[config.mk]
export PLATFORM = sky130hd
export DESIGN_NAME = mmsp_ctrl
export DESIGN_NICKNAME = d
export VERILOG_FILES = /design/src/rtl/core/mmsp_pkg.sv /design/src/rtl/core/mmsp_ctrl.sv
export SDC_FILE = /design/constraint.sdc
export NUM_CORES = 1
export LEC_CHECK = 0
export BUFFER_PORTS_ARGS = -buffer_cell sky130_fd_sc_hd__buf_2
export CORE_AREA = 2 2 39 41
export DETAILED_ROUTE_END_ITERATION = 16
export DIE_AREA = 0 0 41 43
export HOLD_SLACK_MARGIN = 0.06
export MAX_ROUTING_LAYER = met4
export PLACE_DENSITY = 0.74
export SYNTH_ARGS = -nofsm -noshare
export SYNTH_HDL_FRONTEND = slang
export SYNTH_SLANG_ARGS = --single-unit
[constraint.sdc]
create_clock -name i_clk -period 4.9 [get_ports i_clk]
set_clock_uncertainty 0.05 [all_clocks]
set_input_delay 0.245 -clock i_clk [delete_from_list [all_inputs] [get_ports i_clk]]
set_output_delay 0.245 -clock i_clk [all_outputs]
set_load 0.1 [all_outputs]
[src/rtl/core/mmsp_pkg.sv]
// ============================================================================
// mmsp_pkg
// Shared types, constants and controller command/status structs for the
// min-max streaming partitioner.
// ============================================================================
package mmsp_pkg;

    localparam int MAX_PARTITIONS_DEF     = 16;
    localparam int NUM_EDGES_DEF          = 4096;
    localparam int MAX_EDGES_PER_NODE_DEF = 64;
    localparam int MAX_NODES_DEF          = 65536;

    localparam int EDGE_W    = 12;
    localparam int NODE_W    = 16;
    localparam int PART_W    = 4;
    localparam int SHARED_W  = 7;
    localparam int SIZE_W    = 17;
    localparam int SLACK_W   = 16;
    localparam int NPART_W   = 5;
    localparam int CFG_W     = 16;
    localparam int CFG_IDX_W = 1;

    localparam logic [CFG_IDX_W-1:0] REG_NUM_PARTITIONS = 1'd0;
    localparam logic [CFG_IDX_W-1:0] REG_SIZE_SLACK     = 1'd1;

    localparam logic [NPART_W-1:0] NPART_RESET = 5'd2;
    localparam logic [SLACK_W-1:0] SLACK_RESET = 16'd12;
    localparam logic [SIZE_W-1:0]  SIZE_LIMIT  = 17'h1FFFF;

    typedef struct packed {
        logic [EDGE_W-1:0] edge_id;
        logic              last_edge;
    } t_in_item;

    typedef struct packed {
        logic [NODE_W-1:0]   node_index;
        logic [PART_W-1:0]   partition_id;
        logic [SHARED_W-1:0] shared_edges;
        logic                edge_overflow;
    } t_out_item;

    // Controller to datapath
    typedef struct packed {
        logic accept;    // latch input beat, start owner read
        logic count;     // add owner bits into shared counts, buffer edge
        logic min_init;  // start least-filled scan
        logic min_step;  // one partition of least-filled scan
        logic best_init; // start best-partition scan
        logic best_step; // one partition of best scan
        logic wb_rd;     // read buffered edge
        logic wb_own;    // read owner word of that edge
        logic wb_wr;     // write back owner word
        logic finish;    // update size, emit result, clear node state
    } t_dp_cmd;

    // Datapath to controller
    typedef struct packed {
        logic last;      // latched beat was a node's last
        logic scan_done; // scan index reached the last active partition
        logic wb_done;   // write-back index reached the fill count
    } t_dp_sts;

endpackage

[src/rtl/core/mmsp_ctrl.sv]
// ============================================================================
// mmsp_ctrl
// Sequencer: per beat owner read and count, then at node end the least-filled
// scan, best-partition scan, owner write-back and result.
// ============================================================================
module mmsp_ctrl (
    input  logic              i_clk,
    input  logic              i_rst_n,
    input  logic              i_start,
    input  mmsp_pkg::t_dp_sts i_sts,
    output logic              o_busy,
    output mmsp_pkg::t_dp_cmd o_cmd
);
    import mmsp_pkg::*;

    typedef enum logic [8:0] {
        S_IDLE  = 9'b0_0000_0001,
        S_COUNT = 9'b0_0000_0010,
        S_MIN   = 9'b0_0000_0100,
        S_BEST  = 9'b0_0000_1000,
        S_WBRD  = 9'b0_0001_0000,
        S_WBWR  = 9'b0_0010_0000,
        S_DONE  = 9'b0_0100_0000,
        S_MINI  = 9'b0_1000_0000,
        S_WBOW  = 9'b1_0000_0000
    } t_state;

    t_state r_state, n_state;

    always_ff @(posedge i_clk) begin
        if (!i_rst_n) begin
            r_state <= S_IDLE;
        end else begin
            r_state <= n_state;
        end
    end

    always_comb begin
        n_state = r_state;
        o_cmd   = '0;
        case (r_state)
            S_IDLE: begin
                if (i_start) begin
                    o_cmd.accept = 1'b1;
                    n_state      = S_COUNT;
                end
            end
            S_COUNT: begin
                o_cmd.count = 1'b1;
                n_state     = i_sts.last ? S_MINI : S_IDLE;
            end
            S_MINI: begin
                o_cmd.min_init = 1'b1;
                n_state        = S_MIN;
            end
            S_MIN: begin
                o_cmd.min_step = 1'b1;
                if (i_sts.scan_done) begin
                    n_state = S_BEST;
                end
            end
            S_BEST: begin
                o_cmd.best_step = 1'b1;
                if (i_sts.scan_done) begin
                    n_state = S_WBRD;
                end
            end
            S_WBRD: begin
                if (i_sts.wb_done) begin
                    n_state = S_DONE;
                end else begin
                    o_cmd.wb_rd = 1'b1;
                    n_state     = S_WBOW;
                end
            end
            S_WBOW: begin
                o_cmd.wb_own = 1'b1;
                n_state      = S_WBWR;
            end
            S_WBWR: begin
                o_cmd.wb_wr = 1'b1;
                n_state     = S_WBRD;
            end
            S_DONE: begin
                o_cmd.finish = 1'b1;
                n_state      = S_IDLE;
            end
            default: n_state = S_IDLE;
        endcase
        // Best scan restarts its index when the min scan ends
        o_cmd.best_init = (r_state == S_MIN) && i_sts.scan_done;
    end

    assign o_busy = (r_state != S_IDLE);

endmodule

==> reports/results.tsv <==
metric	value	unit
antenna_cells	0	
cts_tree	built	
status	complete, no violations	
hp-class	in -> reg	
grt_pass1_wl	1987	µm
core	1384	µm²
crit_type	reg -> out	
worst_slack	2.345	ns
setup_viol	0	
power.net_switching	64.13	µW
dp_worst_setup_slack	2.621	ns
finalCritPeriodShare	0.5215	
r2r_cells	3	
clockBufferDepth	2	
final_common_cell	buf_2	
start_kind	flop	
ys_seq_elements	9	
slew_viol_final	0	
path_clk_slew	0.06	ns
power.density	274.1	nW/µm²
track_usage	0.1734	
syn_avg_cell_area	8.142	µm²
routabilityCongestion	0.9081	
post_cts_buffers	0	
slew_headroom	0.6694	
cp_num_buf_inv	1	
path_max_fanout	9	
pwr-share-clk	0.322	
p_seq_frac	0.419	
crit_family	simple AND/OR/NAND/NOR gates	
root_buffer	clkbuf_4	
final-seq-area	180.2	µm²
wl_per_cell	12.01	µm
crit_path_start	r_state[2]	
peakVddDrop	115.6	µV
min_period	2.555	ns
reg2reg_slack	3.17	ns
regToRegEndpoint	r_state[5]	
finalNetCount	94	
largest_register_ffs	9	
dieArea	1763	µm²
dp_hpwl	929.6	µm
fillers	140	
clk_latency	0.26	ns
vias_per_cell	5.524	
grt_overflow	0	
synth_flop_cell	dfxtp_1	
finalSetupTns	0	ns
dr.first_iter.drc_count	19	
area_growth	19.82	%
drcViolationCount	0	
grt_pass1_vias	487	
reg_top3	r_state (9)	
finalHoldViolCount	0	
crit_cells	4	
hold_buffers	0	
antenna_found_initial	0	
worstPathArrival	2.26	ns
comb_power_share	0.259	
synth_seq_area_share	0.3207	
cts.sinks	9	
power_leakage	0.0003385	µW
synth.distinct_cells	29	
postRouteAntennaNets	0	
fin_hold_ws	0.1224	ns
fmax	391.4	MHz
drv_cap	0	
grt_max_degree	10	
critPathMaxStageDelay	0.52	ns
cp-endpoint	o_cmd[2]	
synth_cells	69	
dr.pass1.iters	5	
syn-num-nets	75	
r2r_start	r_state[2]	
rsz0062_at_grt	no	
cts_buffers	3	
num_rows	14	
die_h	43	µm
synth-edff-count	0	
io_pins	17	
p_sw_frac	0.3476	
tightest_slew	0.4920	ns
intPower	120.3	µW
wl	1237	µm
multi_input_area	355.3	µm²
mostFrequentLayoutCells	buf_2, nor2_1, dfxtp_1	
die_x	41	µm
vias	569	
ys_warn_count	0	
critPathMostFrequentCell	or4_4	
regMostFlops	r_state	
crit_required	4.61	ns
path_cells	or4_4 -> or4_4 -> nor3b_1 -> buf_2	
port_buffers	16	
synth_area	561.8	µm²
drive_gt1_frac	0.2759	
postSynth.asyncResetShare	0	
critPathSlowestCell	or4_4	
cts-htree-levels	1	
cp-end-kind	output port	
start_util	0.4060	
cts_resized	0	
==> per-stage QoR <==
step	cells	power [µW]	cell area (µm²)	utilization
3_5_place_dp	99	126.3	646.9	0.4675
4_1_cts	103	183.9	673.1	0.4864
5_1_grt	103	189.8	673.1	0.4864
3_3_place_gp	99	125.8	646.9	0.4675
2_1_floorplan	69	116.8	561.8	-
6_report	103	184.5	673.1	0.4864
==> worst min path at each step <==
stage	start	endpoint	slack [ns]	cells after the start
6_report	i_sts[0]	r_state[8]	0.12	2
3_5_place_dp	i_sts[0]	r_state[8]	0.40	2
5_1_grt	i_sts[0]	r_state[8]	0.14	2
3_3_place_gp	i_sts[0]	r_state[8]	0.39	2
4_1_cts	i_sts[0]	r_state[8]	0.12	2
2_1_floorplan	i_sts[0]	r_state[8]	0.27	1
==> synthesized netlist by cell type (all sizes together), types with 2 or more instances <==
library cell,number,area share
nand3,3,0.027
o21ai,2,0.018
inv,3,0.020
xor2,2,0.031
nor2,11,0.073
or4,2,0.040
nor4b,4,0.073
dfxtp,9,0.32
nand2b,3,0.047
nor2b,2,0.022
nor3,5,0.045
nand2,3,0.020
and3,7,0.078
==> cells by family (layout without fill, tap and decap cells) <==
logic type,after synthesis,count (layout),share of synthesized area
flip-flops,9,9,0.3207
XOR/XNOR,2,2,0.03119
buffers and inverters,5,23,0.04676
AND/OR/NAND/NOR,43,43,0.4655
AO/OA/AOI/OAI,10,10,0.1359
==> worst register-to-register path, cell delays in order (launching register included) <==
cell     delay, ns
dfxtp_1       0.39
or4_4         0.52
or4_4         0.44
nor4b_2       0.25
==> final cells by class <==
type / count / share of cell area
multi-input cells: 55 / 0.5279
flip-flops and latches: 9 / 0.2677
repair buffers: 16 / 0.1190
clock buffers: 4 / 0.03903
well taps: 16 / 0.02974
inverters: 3 / 0.01673
==> power groups by stage <==
| stage | Combinational, µW | Clock [µW] | Sequential [µW] |
|---|---|---|---|
| 6_report | 47.7 | 59.5 | 77.3 |
| 5_1_grt | 51.2 | 61.2 | 77.4 |
| 4_1_cts | 47.6 | 59.1 | 77.2 |
| 3_5_place_dp | 47.5 | 0 | 78.9 |
| 3_3_place_gp | 47.2 | 0 | 78.7 |
| 2_1_floorplan | 38.4 | 0 | 78.4 |
==> layer usage <==
| metal | GRT usage | vias up | share of wire |
|---|---|---|---|
| met4 | 0.1600 | 0 | 0.036 |
| met5 | - | - | 0 |
| met3 | 0.03141 | 8 | 0.045 |
| li1 | - | 288 | - |
| met2 | 0.2313 | 23 | 0.45 |
| met1 | 0.2078 | 250 | 0.46 |
(Power assumes the default switching activity.)
